===== src/hw/rtl/gwr_pkg.sv =====
// Package for the greedy word wrap unit: sizes, codes, FSM state type and
// the command/status structs between controller and datapath. No dependencies.
`default_nettype none

package gwr_pkg;

    // word buffer depth and derived widths
    localparam int MAX_WORD = 32;
    localparam int WL_W     = $clog2(MAX_WORD + 1);
    localparam int ADDR_W   = (MAX_WORD > 1) ? $clog2(MAX_WORD) : 1;
    localparam int LL_W     = 9;
    localparam int CHAR_W   = 8;

    localparam logic [CHAR_W-1:0] SPACE_CHAR    = 8'h20;
    localparam logic [CHAR_W-1:0] WIDTH_DEFAULT = 8'd80;

    // input operation codes
    localparam logic OP_CHAR = 1'b0;
    localparam logic OP_END  = 1'b1;

    // result kinds
    localparam logic KIND_CHAR = 1'b0;
    localparam logic KIND_EOL  = 1'b1;

    typedef enum logic [2:0] {
        S_IDLE,
        S_BRK,
        S_RD,
        S_CHR,
        S_SPBRK,
        S_SP,
        S_EOP
    } t_state;

    typedef enum logic [1:0] {
        EM_EOL,
        EM_CHAR,
        EM_SPACE
    } t_emit;

    typedef enum logic [1:0] {
        LL_HOLD,
        LL_BRK_ADD,
        LL_CLR,
        LL_INC
    } t_ll_op;

    typedef struct packed {
        logic   in_ready;
        logic   emit;
        t_emit  emit_sel;
        logic   emit_last;
        t_ll_op ll_op;
        logic   idx_inc;
    } t_cmd;

    typedef struct packed {
        logic in_valid;
        logic is_flush;
        logic word_brk;
        logic space_brk;
        logic idx_done;
        logic out_free;
        logic eop;
    } t_sts;

endpackage

`default_nettype wire


===== src/hw/rtl/gwr_in_if.sv =====
// Input channel of the word wrap unit: one paragraph character or end marker.
// Depends on gwr_pkg.
`default_nettype none

interface gwr_in_if;
    logic                        valid;
    logic                        ready;
    logic                        operation;
    logic [gwr_pkg::CHAR_W-1:0]  char_code;

    modport source (output valid, output operation, output char_code, input ready);
    modport sink   (input valid, input operation, input char_code, output ready);
endinterface

`default_nettype wire


===== src/hw/rtl/gwr_out_if.sv =====
// Output channel of the word wrap unit: one placed character or end of line.
// Depends on gwr_pkg.
`default_nettype none

interface gwr_out_if;
    logic                        valid;
    logic                        ready;
    logic                        out_kind;
    logic [gwr_pkg::CHAR_W-1:0]  out_char;
    logic                        word_cut;
    logic                        last_result;

    modport source (output valid, output out_kind, output out_char, output word_cut,
                    output last_result, input ready);
    modport sink   (input valid, input out_kind, input out_char, input word_cut,
                    input last_result, output ready);
endinterface

`default_nettype wire


===== src/hw/rtl/gwr_cfg_if.sv =====
// Configuration write channel of the word wrap unit (line width register).
// Depends on gwr_pkg.
`default_nettype none

interface gwr_cfg_if;
    logic                        valid;
    logic                        ready;
    logic [gwr_pkg::CHAR_W-1:0]  line_width;

    modport source (output valid, output line_width, input ready);
    modport sink   (input valid, input line_width, output ready);
endinterface

`default_nettype wire


===== src/hw/rtl/gwr_ram.sv =====
// Generic simple dual-port RAM: one write port, one read port, registered read.
// No dependencies.
`default_nettype none

module gwr_ram #(
    parameter int WIDTH = 8,
    parameter int DEPTH = 32
) (
    input  wire logic                                        i_clk,
    input  wire logic                                        i_we,
    input  wire logic [((DEPTH > 1) ? $clog2(DEPTH) : 1)-1:0] i_waddr,
    input  wire logic [WIDTH-1:0]                            i_wdata,
    input  wire logic [((DEPTH > 1) ? $clog2(DEPTH) : 1)-1:0] i_raddr,
    output      logic [WIDTH-1:0]                            o_rdata
);

    logic [WIDTH-1:0] r_mem [DEPTH];
    logic [WIDTH-1:0] r_rdata;

    always_ff @(posedge i_clk) begin
        if (i_we) begin
            r_mem[i_waddr] <= i_wdata;
        end
        r_rdata <= r_mem[i_raddr];
    end

    assign o_rdata = r_rdata;

endmodule

`default_nettype wire


===== src/hw/rtl/gwr_ctrl.sv =====
// Sequencer of the word wrap unit: steps through break test, word flush,
// space or end of line. Depends on gwr_pkg.
`default_nettype none

module gwr_ctrl (
    input  wire logic          i_clk,
    input  wire logic          i_rst_n,
    input  wire gwr_pkg::t_sts i_sts,
    output      gwr_pkg::t_cmd o_cmd
);

    gwr_pkg::t_state r_state, n_state;

    always_ff @(posedge i_clk) begin
        if (!i_rst_n) begin
            r_state <= gwr_pkg::S_IDLE;
        end else begin
            r_state <= n_state;
        end
    end

    always_comb begin
        n_state = r_state;
        case (r_state)
            gwr_pkg::S_IDLE: begin
                if (i_sts.in_valid && i_sts.is_flush) n_state = gwr_pkg::S_BRK;
            end
            gwr_pkg::S_BRK: begin
                if (!i_sts.word_brk || i_sts.out_free) n_state = gwr_pkg::S_RD;
            end
            gwr_pkg::S_RD: begin
                if (!i_sts.idx_done)  n_state = gwr_pkg::S_CHR;
                else if (i_sts.eop)   n_state = gwr_pkg::S_EOP;
                else                  n_state = gwr_pkg::S_SPBRK;
            end
            gwr_pkg::S_CHR: begin
                if (i_sts.out_free) n_state = gwr_pkg::S_RD;
            end
            gwr_pkg::S_SPBRK: begin
                if (!i_sts.space_brk || i_sts.out_free) n_state = gwr_pkg::S_SP;
            end
            gwr_pkg::S_SP, gwr_pkg::S_EOP: begin
                if (i_sts.out_free) n_state = gwr_pkg::S_IDLE;
            end
            default: n_state = gwr_pkg::S_IDLE;
        endcase
    end

    always_comb begin
        o_cmd           = '0;
        o_cmd.emit_sel  = gwr_pkg::EM_EOL;
        o_cmd.ll_op     = gwr_pkg::LL_HOLD;
        case (r_state)
            gwr_pkg::S_IDLE: begin
                o_cmd.in_ready = 1'b1;
            end
            gwr_pkg::S_BRK: begin
                if (!i_sts.word_brk) begin
                    o_cmd.ll_op = gwr_pkg::LL_BRK_ADD;
                end else if (i_sts.out_free) begin
                    o_cmd.emit  = 1'b1;
                    o_cmd.ll_op = gwr_pkg::LL_BRK_ADD;
                end
            end
            gwr_pkg::S_CHR: begin
                if (i_sts.out_free) begin
                    o_cmd.emit     = 1'b1;
                    o_cmd.emit_sel = gwr_pkg::EM_CHAR;
                    o_cmd.idx_inc  = 1'b1;
                end
            end
            gwr_pkg::S_SPBRK: begin
                if (i_sts.space_brk && i_sts.out_free) begin
                    o_cmd.emit  = 1'b1;
                    o_cmd.ll_op = gwr_pkg::LL_CLR;
                end
            end
            gwr_pkg::S_SP: begin
                if (i_sts.out_free) begin
                    o_cmd.emit      = 1'b1;
                    o_cmd.emit_sel  = gwr_pkg::EM_SPACE;
                    o_cmd.emit_last = 1'b1;
                    o_cmd.ll_op     = gwr_pkg::LL_INC;
                end
            end
            gwr_pkg::S_EOP: begin
                if (i_sts.out_free) begin
                    o_cmd.emit      = 1'b1;
                    o_cmd.emit_last = 1'b1;
                    o_cmd.ll_op     = gwr_pkg::LL_CLR;
                end
            end
            default: begin
                o_cmd.in_ready = 1'b0;
            end
        endcase
    end

endmodule

`default_nettype wire


===== src/hw/rtl/gwr_dp.sv =====
// Datapath of the word wrap unit: word buffer, length counters, break
// compares, width register and output register. Depends on gwr_pkg, gwr_ram
// and the channel interfaces.
`default_nettype none

module gwr_dp (
    input  wire logic          i_clk,
    input  wire logic          i_rst_n,
    gwr_in_if.sink             i_in,
    gwr_out_if.source          o_out,
    gwr_cfg_if.sink            i_cfg,
    input  wire gwr_pkg::t_cmd i_cmd,
    output      gwr_pkg::t_sts o_sts
);

    logic [gwr_pkg::WL_W-1:0]   r_wl, r_cnt, r_idx;
    logic                       r_ovf, r_cut, r_eop;
    logic [gwr_pkg::LL_W-1:0]   r_ll, n_ll;
    logic [gwr_pkg::CHAR_W-1:0] r_width;

    logic                       r_ovalid;
    logic                       r_okind;
    logic [gwr_pkg::CHAR_W-1:0] r_ochar, n_ochar;
    logic                       r_ocut;
    logic                       r_olast;

    logic                       take, is_flush, buf_room, ram_we;
    logic [gwr_pkg::CHAR_W-1:0] ram_rdata;
    logic [gwr_pkg::LL_W:0]     word_sum, space_sum, width_ext;
    logic                       word_brk, space_brk, out_free;

    assign take      = i_in.valid && i_cmd.in_ready;
    assign is_flush  = (i_in.operation == gwr_pkg::OP_END) ||
                       (i_in.char_code == gwr_pkg::SPACE_CHAR);
    assign buf_room  = r_wl < gwr_pkg::WL_W'(gwr_pkg::MAX_WORD);
    assign ram_we    = take && !is_flush && buf_room;

    assign width_ext = (gwr_pkg::LL_W + 1)'(r_width);
    assign word_sum  = (gwr_pkg::LL_W + 1)'(r_ll) + (gwr_pkg::LL_W + 1)'(r_cnt);
    assign space_sum = (gwr_pkg::LL_W + 1)'(r_ll) + (gwr_pkg::LL_W + 1)'(1);
    assign word_brk  = word_sum > width_ext;
    assign space_brk = space_sum > width_ext;
    assign out_free  = !r_ovalid || o_out.ready;

    gwr_ram #(
        .WIDTH (gwr_pkg::CHAR_W),
        .DEPTH (gwr_pkg::MAX_WORD)
    ) u_word_ram (
        .i_clk   (i_clk),
        .i_we    (ram_we),
        .i_waddr (r_wl[gwr_pkg::ADDR_W-1:0]),
        .i_wdata (i_in.char_code),
        .i_raddr (r_idx[gwr_pkg::ADDR_W-1:0]),
        .o_rdata (ram_rdata)
    );

    // word buffer bookkeeping; a flush item hands the word over to the sequencer
    always_ff @(posedge i_clk) begin
        if (!i_rst_n) begin
            r_wl  <= '0;
            r_ovf <= 1'b0;
            r_cnt <= '0;
            r_idx <= '0;
            r_cut <= 1'b0;
            r_eop <= 1'b0;
        end else if (take) begin
            if (is_flush) begin
                r_cnt <= r_wl;
                r_cut <= r_ovf;
                r_eop <= (i_in.operation == gwr_pkg::OP_END);
                r_idx <= '0;
                r_wl  <= '0;
                r_ovf <= 1'b0;
            end else if (buf_room) begin
                r_wl <= r_wl + gwr_pkg::WL_W'(1);
            end else begin
                r_ovf <= 1'b1;
            end
        end else if (i_cmd.idx_inc) begin
            r_idx <= r_idx + gwr_pkg::WL_W'(1);
        end
    end

    always_comb begin
        case (i_cmd.ll_op)
            gwr_pkg::LL_BRK_ADD: n_ll = (word_brk ? '0 : r_ll) + gwr_pkg::LL_W'(r_cnt);
            gwr_pkg::LL_CLR:     n_ll = '0;
            gwr_pkg::LL_INC:     n_ll = r_ll + gwr_pkg::LL_W'(1);
            default:             n_ll = r_ll;
        endcase
    end

    always_ff @(posedge i_clk) begin
        if (!i_rst_n) begin
            r_ll    <= '0;
            r_width <= gwr_pkg::WIDTH_DEFAULT;
        end else begin
            r_ll <= n_ll;
            if (i_cfg.valid) begin
                r_width <= i_cfg.line_width;
            end
        end
    end

    always_comb begin
        case (i_cmd.emit_sel)
            gwr_pkg::EM_CHAR:  n_ochar = ram_rdata;
            gwr_pkg::EM_SPACE: n_ochar = gwr_pkg::SPACE_CHAR;
            default:           n_ochar = '0;
        endcase
    end

    always_ff @(posedge i_clk) begin
        if (!i_rst_n) begin
            r_ovalid <= 1'b0;
        end else if (i_cmd.emit) begin
            r_ovalid <= 1'b1;
        end else if (o_out.ready) begin
            r_ovalid <= 1'b0;
        end
    end

    always_ff @(posedge i_clk) begin
        if (i_cmd.emit) begin
            r_okind <= (i_cmd.emit_sel == gwr_pkg::EM_EOL) ? gwr_pkg::KIND_EOL
                                                           : gwr_pkg::KIND_CHAR;
            r_ochar <= n_ochar;
            r_ocut  <= r_cut;
            r_olast <= i_cmd.emit_last;
        end
    end

    assign i_in.ready        = i_cmd.in_ready;
    assign i_cfg.ready       = 1'b1;
    assign o_out.valid       = r_ovalid;
    assign o_out.out_kind    = r_okind;
    assign o_out.out_char    = r_ochar;
    assign o_out.word_cut    = r_ocut;
    assign o_out.last_result = r_olast;

    assign o_sts.in_valid  = i_in.valid;
    assign o_sts.is_flush  = is_flush;
    assign o_sts.word_brk  = word_brk;
    assign o_sts.space_brk = space_brk;
    assign o_sts.idx_done  = (r_idx == r_cnt);
    assign o_sts.out_free  = out_free;
    assign o_sts.eop       = r_eop;

endmodule

`default_nettype wire


===== src/hw/rtl/greedy_word_wrap_unit.sv =====
// Greedy word wrap unit. A word character is taken and gives no result.
// A space or end marker starts a flush: a break test (end of line first if the word does not
// fit), then for each buffered char a word RAM registered read and an output load, a check
// that the word is done, then a space break test and the space, or the end of line for an
// end marker. Each step that loads the output waits while the output register is full.
// Sync active-low reset clears counters and output valid flag, sets line width to 80.
`default_nettype none

module greedy_word_wrap_unit (
    input  wire logic i_clk,
    input  wire logic i_rst_n,
    gwr_in_if.sink    i_in,
    gwr_out_if.source o_out,
    gwr_cfg_if.sink   i_cfg
);

    gwr_pkg::t_cmd cmd;
    gwr_pkg::t_sts sts;

    gwr_ctrl u_ctrl (
        .i_clk   (i_clk),
        .i_rst_n (i_rst_n),
        .i_sts   (sts),
        .o_cmd   (cmd)
    );

    gwr_dp u_dp (
        .i_clk   (i_clk),
        .i_rst_n (i_rst_n),
        .i_in    (i_in),
        .o_out   (o_out),
        .i_cfg   (i_cfg),
        .i_cmd   (cmd),
        .o_sts   (sts)
    );

    // a new result never overwrites one that is still waiting
    a_no_overwrite: assert property (@(posedge i_clk) disable iff (!i_rst_n)
        cmd.emit |-> sts.out_free)
        else $error("result loaded while output register busy");

    // a flush item closes the input until its results are out
    a_flush_blocks: assert property (@(posedge i_clk) disable iff (!i_rst_n)
        (i_in.valid && i_in.ready && sts.is_flush) |=> !i_in.ready)
        else $error("input open during flush");

    // the final result of an item returns the unit to accepting input
    a_last_idle: assert property (@(posedge i_clk) disable iff (!i_rst_n)
        (cmd.emit && cmd.emit_last) |=> i_in.ready)
        else $error("not idle after final result");

    // inputs are only taken when nothing is being emitted
    a_take_no_emit: assert property (@(posedge i_clk) disable iff (!i_rst_n)
        i_in.ready |-> !cmd.emit)
        else $error("emit while accepting input");

endmodule

`default_nettype wire

===== src/flat_wrapper.sv =====
// flat-port wrapper written by rule: the top's interface ports become plain ports
module greedy_word_wrap_unit_flat 
  (i_clk, i_rst_n, i_in_valid, i_in_operation, i_in_char_code, i_in_ready, o_out_valid, o_out_out_kind, o_out_out_char, o_out_word_cut, o_out_last_result, o_out_ready, i_cfg_valid, i_cfg_line_width, i_cfg_ready);
  gwr_in_if i_in_i ();
  gwr_out_if o_out_i ();
  gwr_cfg_if i_cfg_i ();
  input  wire logic i_clk;
  input  wire logic i_rst_n;
  input wire logic [$bits(i_in_i.valid)-1:0] i_in_valid;
  input wire logic [$bits(i_in_i.operation)-1:0] i_in_operation;
  input wire logic [$bits(i_in_i.char_code)-1:0] i_in_char_code;
  output wire logic [$bits(i_in_i.ready)-1:0] i_in_ready;
  output wire logic [$bits(o_out_i.valid)-1:0] o_out_valid;
  output wire logic [$bits(o_out_i.out_kind)-1:0] o_out_out_kind;
  output wire logic [$bits(o_out_i.out_char)-1:0] o_out_out_char;
  output wire logic [$bits(o_out_i.word_cut)-1:0] o_out_word_cut;
  output wire logic [$bits(o_out_i.last_result)-1:0] o_out_last_result;
  input wire logic [$bits(o_out_i.ready)-1:0] o_out_ready;
  input wire logic [$bits(i_cfg_i.valid)-1:0] i_cfg_valid;
  input wire logic [$bits(i_cfg_i.line_width)-1:0] i_cfg_line_width;
  output wire logic [$bits(i_cfg_i.ready)-1:0] i_cfg_ready;
  assign i_in_i.valid = i_in_valid;
  assign i_in_i.operation = i_in_operation;
  assign i_in_i.char_code = i_in_char_code;
  assign i_in_ready = i_in_i.ready;
  assign o_out_valid = o_out_i.valid;
  assign o_out_out_kind = o_out_i.out_kind;
  assign o_out_out_char = o_out_i.out_char;
  assign o_out_word_cut = o_out_i.word_cut;
  assign o_out_last_result = o_out_i.last_result;
  assign o_out_i.ready = o_out_ready;
  assign i_cfg_i.valid = i_cfg_valid;
  assign i_cfg_i.line_width = i_cfg_line_width;
  assign i_cfg_ready = i_cfg_i.ready;
  greedy_word_wrap_unit u_core (.i_clk(i_clk), .i_rst_n(i_rst_n), .i_in(i_in_i), .o_out(o_out_i), .i_cfg(i_cfg_i));
endmodule

===== config.mk =====
export PLATFORM = sky130hd
export DESIGN_NAME = greedy_word_wrap_unit_flat
export DESIGN_NICKNAME = d
export VERILOG_FILES = /design/src/hw/rtl/gwr_pkg.sv /design/src/hw/rtl/gwr_in_if.sv /design/src/hw/rtl/gwr_out_if.sv /design/src/hw/rtl/gwr_cfg_if.sv /design/src/hw/rtl/gwr_ram.sv /design/src/hw/rtl/gwr_ctrl.sv /design/src/hw/rtl/gwr_dp.sv /design/src/hw/rtl/greedy_word_wrap_unit.sv /design/src/flat_wrapper.sv
export SDC_FILE = /design/constraint.sdc
export NUM_CORES = 1
export LEC_CHECK = 0
export ABC_CLOCK_PERIOD_IN_PS = 5100
export BUFFER_PORTS_ARGS = -buffer_cell sky130_fd_sc_hd__buf_2
export CAP_MARGIN = 20
export CORE_MARGIN = 2
export CORE_UTILIZATION = 30
export DETAILED_ROUTE_END_ITERATION = 8
export PLACE_DENSITY = 0.48
export SLEW_MARGIN = 20
export SYNTH_ARGS = -nofsm -noshare
export SYNTH_HDL_FRONTEND = slang
export SYNTH_SLANG_ARGS = --single-unit

===== constraint.sdc =====
create_clock -name i_clk -period 5.1 [get_ports i_clk]
set_clock_uncertainty 0.05 [all_clocks]
set_input_delay 1.53 -clock i_clk [delete_from_list [all_inputs] [get_ports i_clk]]
set_output_delay 1.53 -clock i_clk [all_outputs]
set_load 0.01 [all_outputs]

==> results of run 1 <==
[flip-flops by register name, summed over array words and instances, names as in the netlist]
signal	count
u_core.u_dp.r_ovf	1
u_core.u_dp.o_out.out_char	8
u_core.u_dp.u_word_ram.r_mem	256
u_core.u_dp.r_idx	6
u_core.u_dp.r_width	8
u_core.u_dp.o_out.last_result	1
u_core.u_dp.r_ll	9
u_core.u_dp.o_out.word_cut	1
u_core.u_dp.o_out.out_kind	1
u_core.u_dp.o_out.valid	1
u_core.u_dp.r_cnt	6
u_core.u_ctrl.r_state	3
u_core.u_dp.r_wl	6
u_core.u_dp.r_cut	1
u_core.u_dp.u_word_ram.o_rdata	8
u_core.u_dp.r_eop	1
[cell families (layout without fill, tap and decap cells)]
logic type,count (synthesis),in the layout
mux,95,95
compound gates,111,111
other cells,1,1
buf+inv,62,146
flops,317,317
xor+xnor,21,21
simple gates,212,212
fa+ha+maj,39,39
[synthesized netlist by cell type, types with 3 or more instances]
| cell type | count | area, µm² |
|---|---|---|
| a32o_1 | 5 | 50.1 |
| xnor2_1 | 11 | 96.3 |
| mux2_2 | 9 | 101 |
| a22oi_1 | 4 | 30.0 |
| nor2_1 | 76 | 285 |
| xor2_1 | 10 | 87.6 |
| nor3_1 | 7 | 35.0 |
| ha_1 | 37 | 463 |
| a21oi_1 | 31 | 155 |
| edfxtp_1 | 267 | 8020 |
| o21a_1 | 4 | 30.0 |
| mux4_2 | 66 | 1490 |
| o32ai_1 | 3 | 26.3 |
| dfxtp_1 | 50 | 1000 |
| o21ai_0 | 12 | 60.1 |
| nor2b_1 | 6 | 37.5 |
| a211oi_1 | 9 | 67.6 |
| o211ai_1 | 5 | 37.5 |
| buf_2 | 11 | 55.1 |
| nand3_1 | 19 | 95.1 |
| nand2b_1 | 6 | 37.5 |
| nand2_1 | 52 | 195 |
| and2_1 | 15 | 93.8 |
| a21o_1 | 5 | 37.5 |
| nand3b_1 | 4 | 30.0 |
| clkbuf_1 | 17 | 63.8 |
| a31oi_1 | 5 | 31.3 |
| mux2i_1 | 6 | 60.1 |
| and3_1 | 7 | 43.8 |
| o21ai_1 | 3 | 15.0 |
| nand4_1 | 3 | 18.8 |
| buf_1 | 5 | 18.8 |
| inv_1 | 19 | 71.3 |
| mux4_1 | 14 | 368 |
[metal layers]
metal | vias to the layer above | part of all wire [%] | GRT usage [%]
li1 | 3505 | - | -
met1 | 3853 | 45 | 18.8
met2 | 175 | 47 | 22.0
met3 | 41 | 5.5 | 3.23
met4 | 0 | 2.2 | 4.83
met5 | - | 0 | 0
[cell type report]
class | instances | area [µm²]
clock buffer | 52 | 1000
clock inverter | 12 | 90.1
fill | 4329 | 29500
inverter | 22 | 82.6
multi-input combinational | 479 | 4510
sequential | 317 | 9030
tap | 600 | 751
timing repair buffer | 60 | 365
[report_power, final]
part / switching (mW) / internal [mW] / total, mW
sequential: 0.0166 / 2.82 / 2.84
combinational: 0.139 / 0.0772 / 0.216
clock: 1.04 / 1.38 / 2.42
[stage by stage]
stage	cell area, µm²	util, %	instances	setup TNS [ns]
6_report	15800	34.9	1542	0
5_1_grt	15800	34.9	1542	-0.0512
4_1_cts	15800	34.7	1538	0
3_5_place_dp	14700	32.3	1474	0
3_3_place_gp	14700	32.3	1474	0
2_1_floorplan	13800	-	858	0
[final timing paths]
path,from,to,slack [ns],depth (start not counted)
setup reg to reg,u_core.u_dp.r_cnt[3]$_SDFFE_PN0P_,u_core.u_dp.r_ll[8]$_SDFFE_PN0P_,0.34,23
hold / removal,u_core.u_dp.r_ovf$_SDFFE_PN0P_,u_core.u_dp.r_cut$_SDFFE_PN0P_,0.42,2
hold reg to reg,u_core.u_dp.r_ovf$_SDFFE_PN0P_,u_core.u_dp.r_cut$_SDFFE_PN0P_,0.42,2
setup / recovery,u_core.u_dp.r_cnt[3]$_SDFFE_PN0P_,u_core.u_dp.r_ll[8]$_SDFFE_PN0P_,0.34,23
[repair_timing]
action	4_1_cts	5_1_grt
resized for setup	0	11
setup buffers	0	4
endpoints found under the setup margin	0	5
[worst max-delay path, stage by stage, from the launching register on]
cell and delay [ns]:
dfxtp_1 0.37, ha_1 0.39, o21a_1 0.20, a21oi_2 0.09, o21ai_0 0.24, nand2_1 0.10, xnor2_1 0.15, ha_1 0.31
a211o_1 0.26, a21oi_1 0.13, a31oi_1 0.13, a31oi_1 0.25, buf_4 0.19, and2_1 0.12, ha_1 0.16, inv_1 0.05
fa_1 0.41, nor2b_2 0.16, o31a_1 0.16, o21ai_0 0.08, nand2b_1 0.18, a21o_1 0.14, a21oi_1 0.05, a32o_1 0.25
==> flow_summary.toml, run 1 <==
[grt]
grt_usage_pct = 13.9
grt_pass1_wl_mm = 49.3
antenna_found_initial = 0
gr-total-overflow = 0
grt_max_degree = 56
grt_pass1_vias = 7880

[yosys]
syn_avg_cell_area_um2 = 16.1
async_flop_share_pct = 0
synth-seq-area-share_pct = 65.3
yosys_register_bits = 317
synth.mux.area_fraction_pct = 14.6
synth_fp_nets = 919
netlist_area_mm2 = 0.0138
synthSimpleGateAreaFrac_pct = 7.27
yosysWarnings = 0
synth_xor_area_share_pct = 1.33
ys.flop_type = "edfxtp_1"
synthCells = 858
synth_cell_type_count = 75
synth_top_family_by_area = "multiplexers"
synth_edf_count = 267
synth_compound_area_share_pct = 5.57
synthAdderAreaFrac_pct = 3.64

[clock_network]
root_buffer = "clkbuf_16"
hold_buffers = 0
clock_latency_ns = 0.55
cts.sinks = 317
max-clock-path-buffers = 3
cts_tree = "built"
htreeDepth = 2
cts_buffers = 37
path_clk_slew_ns = 0.06

[worst_setup_path]
cp_max_fo = 6
critical_path_class = "flip-flop to flip-flop"
worstSetupEndpointType = "flip-flop"
crit_path_start_kind = "flip-flop"
required_ns = 5.49
cp.arrival_ns = 5.15

[layout]
n_antenna_cell = 0
drive_gt1_share_pct = 21.9
final_cell_mix = "edfxtp_1, nor2_1, mux4_2"
layout_commonest_cell = "edfxtp_1"
syn_to_final_growth_pct = 14.6
layout.nets = 978

[timing]
slew_headroom_pct = 35.1
worst_pin_slew_ns = 0.970
setup_viol = 0
slew_viol_final = 0
min_period_ns = 4.76
finalHoldViolCount = 0
fin_ws_ns = 0.344
fin_crit_sh_pct = 93.3
max_freq_mhz = 210
hold_slack_ns = 0.415

[drt]
drc_errors = 0
drt-total-wl_mm = 32.3
routedWlPerCell_um = 20.9
detailedRoute.firstPassIterationCount = 7
ant_nets = 0
vias_per_cell = 4.91
vias = 7574
dr.first_iter.drc_count = 611

[placed_design]
place_ws_ns = 0.0858
dp_hpwl_mm = 20.9
port_buffers = 34
place_congestion = 0.779

[power]
p_leak_nw = 5.14
power_mw = 5.47
ir_worst_vdd_uv = 203
p_per_area_mw_per_mm2 = 346

[floorplan]
row_count = 78
die_w_um = 219
start_util_pct = 30.4
core-area_mm2 = 0.0454
die_h_um = 219
die_area_mm2 = 0.0478
ios = 36

[hold_path]
hp-class = "flip-flop to flip-flop"

[run]
drv_cap = 0

[status]
status = "complete, no violations"
No activity file was read; power rests on OpenSTA's default activity.
==> inputs of run 2 (changes only) <==
- CORE_ASPECT_RATIO: unset -> 0.7
==> flow_summary.toml, run 2 (synthesized netlist as in run 1, its figures left out) <==
[worst_setup_path]
crit_path_max_incr_delay_ns = 0.44
worstSetupEndpointType = "flip-flop"
path_buf_inv = 1
crit_family = "compound AO/OA/AOI/OAI gates"
cp.arrival_ns = 5.13
cp_max_fo = 9
crit_path_start_kind = "flip-flop"
critPathSlowestCell = "fa_2"
critPathMostFrequentCell = "ha_1"
reg2reg_setup_slack_ns = 0.33
critical_path_class = "flip-flop to flip-flop"
required_ns = 5.46
cp_cell_sequence = "ha_1 > fa_2 > a211oi_2 > o21bai_1 > a21oi_2 > xnor2_1 > ha_1 > a211o_1 > a21oi_1 > a31oi_2 > a31oi_2 > buf_4 > and2_1 > ha_1 > o21a_1 > o31a_1 > o21ai_0 > nand2b_1 > a221oi_1 > a21oi_1 > a32o_1"

[floorplan]
die_h_um = 184
ios = 36
die_w_um = 260
start_util_pct = 30.5
row_count = 65
die_area_mm2 = 0.0478
core-area_mm2 = 0.0452

[layout]
final_area_mm2 = 0.0158
top_regs = "u_core.u_dp.u_word_ram.r_mem: 256 flops, u_core.u_dp.r_ll: 9 flops"
fill_cells = 4319
largest_reg_flops = 256
final_cell_mix = "edfxtp_1, nor2_1, mux4_2"
syn_to_final_growth_pct = 14.4
drive_gt1_share_pct = 21.3
regMostFlops = "u_core.u_dp.u_word_ram.r_mem"
n_antenna_cell = 0
layout.nets = 974
fin_cells = 1538
layout_commonest_cell = "edfxtp_1"

[grt]
grt_pass1_vias = 7397
gr-total-overflow = 0
grt_usage_pct = 14.7
grt_max_degree = 51
antenna_found_initial = 1
grt_pass1_wl_mm = 51.2

[drt]
vias_per_cell = 4.95
dr.first_iter.drc_count = 758
drt-total-wl_mm = 34.5
vias = 7610
ant_nets = 0
drc_errors = 0
routedWlPerCell_um = 22.4
detailedRoute.firstPassIterationCount = 5

[timing]
setup_tns_ns = 0
min_period_ns = 4.77
rsz0062_at_grt = "false"
setup_viol = 0
max_freq_mhz = 210
worst_pin_slew_ns = 0.928
slew_headroom_pct = 37.9
finalHoldViolCount = 0
slew_viol_final = 0
fin_crit_sh_pct = 93.4

[run]
drv_cap = 0

[hold_path]
hp-class = "flip-flop to flip-flop"

[clock_network]
cts.sinks = 317
cts_resized = 0
path_clk_slew_ns = 0.06
htreeDepth = 2
root_buffer = "clkbuf_16"
hold_buffers = 0
post_cts_buffers = 0
max-clock-path-buffers = 3
cts_buffers = 35
cts_tree = "built"
clock_latency_ns = 0.53

[placed_design]
port_buffers = 34
dp_hpwl_mm = 22.7
place_congestion = 0.802
dpl_cell_area_mm2 = 0.0147
dp_cells = 1479

[power]
p_per_area_mw_per_mm2 = 348
p_leak_nw = 5.13
power_mw = 5.50
ir_worst_vdd_uv = 184

[status]
status = "complete, no violations"
==> run 2: cell count changes in the layout (fill, tap and decap cells not counted), moves of 2 or more <==
cell / before / now
clkbuf_1: 14 / 8
bufinv_16: 0 / 3
clkbuf_16: 38 / 35
a31oi_1: 5 / 3
a31oi_2: 0 / 2
buf_4: 26 / 24
clkinv_8: 0 / 2
dfxtp_1: 45 / 47
dfxtp_2: 3 / 1
ha_1: 35 / 37
ha_2: 2 / 0
==> run 2: worst paths after layout <==
| path | to | cells past startpoint | start |
|---|---|---|---|
| worst max register to register | u_core.u_dp.r_ll[8]$_SDFFE_PN0P_ | 21 | u_core.u_dp.r_cnt[0]$_SDFFE_PN0P_ |
| worst max-delay path | u_core.u_dp.r_ll[8]$_SDFFE_PN0P_ | 21 | u_core.u_dp.r_cnt[0]$_SDFFE_PN0P_ |
| worst min register to register | u_core.u_dp.o_out.word_cut$_DFFE_PP_ | 0 | u_core.u_dp.r_cut$_SDFFE_PN0P_ |
| worst min-delay path | u_core.u_dp.o_out.word_cut$_DFFE_PP_ | 0 | u_core.u_dp.r_cut$_SDFFE_PN0P_ |
==> run 2: cell type report <==
type / count / area (µm²) / area share, %
Clock buffer: 43 / 906 / 5.73
Clock inverter: 16 / 181 / 1.15
Inverter: 22 / 82.6 / 0.523
Multi-Input combinational cell: 479 / 4500 / 28.5
Sequential cell: 317 / 9030 / 57.1
Tap cell: 603 / 754 / 4.78
Timing Repair Buffer: 58 / 350 / 2.22
==> run 2: per-stage QoR <==
stage	util [%]	hold slack [ns]	worst slack, ns
2_1_floorplan	-	0.358	0.547
3_3_place_gp	32.5	0.374	0.329
3_5_place_dp	32.5	0.391	0.181
4_1_cts	34.9	0.386	0.148
5_1_grt	34.9	0.405	0.0332
6_report	34.9	0.386	0.334
==> run 2: report_power, final <==
group / switching, mW / internal (mW) / total, mW
Sequential: 0.0156 / 2.82 / 2.84
Clock: 1.02 / 1.42 / 2.44
Combinational: 0.149 / 0.0779 / 0.227
==> run 2: routing by layer <==
layer  vias to the layer above  global-route usage [%]  wire length [µm]
li1                       3491                       -                 -
met2                       183                    19.6             13800
met5                         -                       0                 0
met4                         0                    3.22               518
met1                      3894                    24.1             18300
met3                        42                    2.61              1910
==> inputs of run 3 (changes only) <==
- CORE_UTILIZATION: 30 -> 55
- PLACE_DENSITY: 0.48 -> 0.76
==> flow_summary.toml, run 3 (synthesized netlist as in run 1, its figures left out) <==
[status]
status = "complete, no violations"

[timing]
max_freq_mhz = 206
min_period_ns = 4.86
slew_viol_final = 0
finalHoldViolCount = 0
fin_crit_sh_pct = 95.4
setup_viol = 0
worst_pin_slew_ns = 1.08
setup_tns_ns = 0
rsz0062_at_grt = "false"
slew_headroom_pct = 28.0

[placed_design]
place_congestion = 0.894
port_buffers = 34
dp_hpwl_mm = 20.3

[layout]
largest_reg_flops = 256
drive_gt1_share_pct = 20.7
regMostFlops = "u_core.u_dp.u_word_ram.r_mem"
syn_to_final_growth_pct = 11.4
layout_commonest_cell = "edfxtp_1"
final_cell_mix = "edfxtp_1, nor2_1, mux4_2"
top_regs = "u_core.u_dp.u_word_ram.r_mem: 256 flops, u_core.u_dp.r_ll: 9 flops"
layout.nets = 965
n_antenna_cell = 0
fin_util_pct = 62.3

[floorplan]
core-area_mm2 = 0.0247
ios = 36
die_h_um = 137
start_util_pct = 56.0
die_area_mm2 = 0.0264
row_count = 48
die_w_um = 193

[clock_network]
clock_latency_ns = 0.55
max-clock-path-buffers = 3
cts_buffers = 29
path_clk_slew_ns = 0.07
htreeDepth = 1
cts_tree = "built"
cts.sinks = 317
root_buffer = "clkbuf_16"

[drt]
vias = 7846
routedWlPerCell_um = 24.4
drt-total-wl_mm = 30.5
vias_per_cell = 6.27
detailedRoute.firstPassIterationCount = 8
dr.first_iter.drc_count = 877
ant_nets = 0
drc_errors = 0

[power]
clkPwrFrac_pct = 43.4
ir_worst_vdd_uv = 309
combPwrFrac_pct = 4.0
internal_power_mw = 4.30
p_switching_mw = 1.10
pwr-share-seq_pct = 52.6
p_leak_nw = 5.09
swShare_pct = 20.4
p_per_area_mw_per_mm2 = 351

[hold_path]
hold_depth = 2
hp-class = "flip-flop to flip-flop"

[worst_setup_path]
r2r_cells = 22
cp_max_fo = 5
critical_path_class = "flip-flop to flip-flop"
required_ns = 5.49
crit_path_start_kind = "flip-flop"
cp.arrival_ns = 5.25
worstSetupEndpointType = "flip-flop"

[grt]
grt_pass1_vias = 7352
grt_usage_pct = 23.3
grt_pass1_wl_mm = 46.1
gr-total-overflow = 0
grt_max_degree = 48
antenna_found_initial = 1

[run]
drv_cap = 0
run 3: cell count changes in the layout (fill, tap and decap cells not counted), moves of 2 or more:
cell | previous run | this run
buf_4 | 24 | 21
bufinv_16 | 3 | 7
clkbuf_1 | 8 | 4
clkbuf_16 | 35 | 29
clkinv_1 | 5 | 9
clkinv_2 | 4 | 1
clkinv_8 | 2 | 0
dfxtp_2 | 1 | 3
run 3: path summary, 6_finish.rpt:
check                                                       start                                to  slack, ns
worst max-delay path            u_core.u_dp.r_cnt[0]$_SDFFE_PN0P_  u_core.u_dp.r_ll[6]$_SDFFE_PN0P_       0.24
worst min register to register     u_core.u_dp.r_ovf$_SDFFE_PN0P_    u_core.u_dp.r_cut$_SDFFE_PN0P_       0.42
worst min-delay path               u_core.u_dp.r_ovf$_SDFFE_PN0P_    u_core.u_dp.r_cut$_SDFFE_PN0P_       0.42
worst max register to register  u_core.u_dp.r_cnt[0]$_SDFFE_PN0P_  u_core.u_dp.r_ll[6]$_SDFFE_PN0P_       0.24
run 3: layout make-up:
type | count | area [µm²]
well taps | 325 | 407
flip-flops and latches | 317 | 9030
clock inverters | 21 | 287
repair buffers | 55 | 328
clock buffers | 33 | 741
multi-input cells | 479 | 4510
inverters | 22 | 82.6
fillers | 1734 | 9300
run 3: stage by stage:
stage	power (mW)	cell area [µm²]	hold WS, ns	std cells	setup WS [ns]
3_5_place_dp	3.10	14300	0.402	1195	0.0964
3_3_place_gp	3.10	14300	0.393	1195	0.157
4_1_cts	5.41	15300	0.417	1249	0.0450
5_1_grt	5.53	15400	0.438	1252	0.000995
6_report	5.39	15400	0.422	1252	0.236
2_1_floorplan	3.01	13800	0.358	858	0.547
run 3: routing by layer:
layer / global-route usage (%) / up-vias / part of all wire [%]
met4: 3.77 / 0 / 1.2
met2: 32.8 / 408 / 43
met3: 4.26 / 31 / 10
met1: 38.4 / 3933 / 46
met5: 0 / - / 0
li1: - / 3474 / -
run 3: worst max-delay path: stages, from the launching register on:
cell and delay (ns):
dfxtp_1 0.36, ha_1 0.26, fa_1 0.50, a211oi_2 0.28
o21bai_1 0.11, a21oi_2 0.16, xnor2_1 0.08, ha_1 0.20
a211o_1 0.29, a21oi_1 0.17, a31oi_2 0.16, a31oi_4 0.24
and2_1 0.16, ha_1 0.16, inv_1 0.06, fa_1 0.40
nor2b_1 0.17, o31a_1 0.16, o21ai_0 0.08, nand2b_1 0.19
buf_4 0.15, o211ai_1 0.07, a32o_1 0.27
run 3: what timing repair did:
action                     CTS  global route
setup endpoints to repair    0             3
gates resized for setup      0             7
buffers inserted             0             3
hold buffers                 0             0
hold endpoints to repair     0             0
run 3: power by group through the flow:
stage | Clock, mW | Combinational [mW] | Sequential, mW
after floorplan | 0 | 0.121 | 2.89
final | 2.34 | 0.215 | 2.84
after detailed placement | 0 | 0.210 | 2.89
after CTS | 2.36 | 0.212 | 2.84
after global routing | 2.46 | 0.238 | 2.84
after global placement | 0 | 0.206 | 2.89
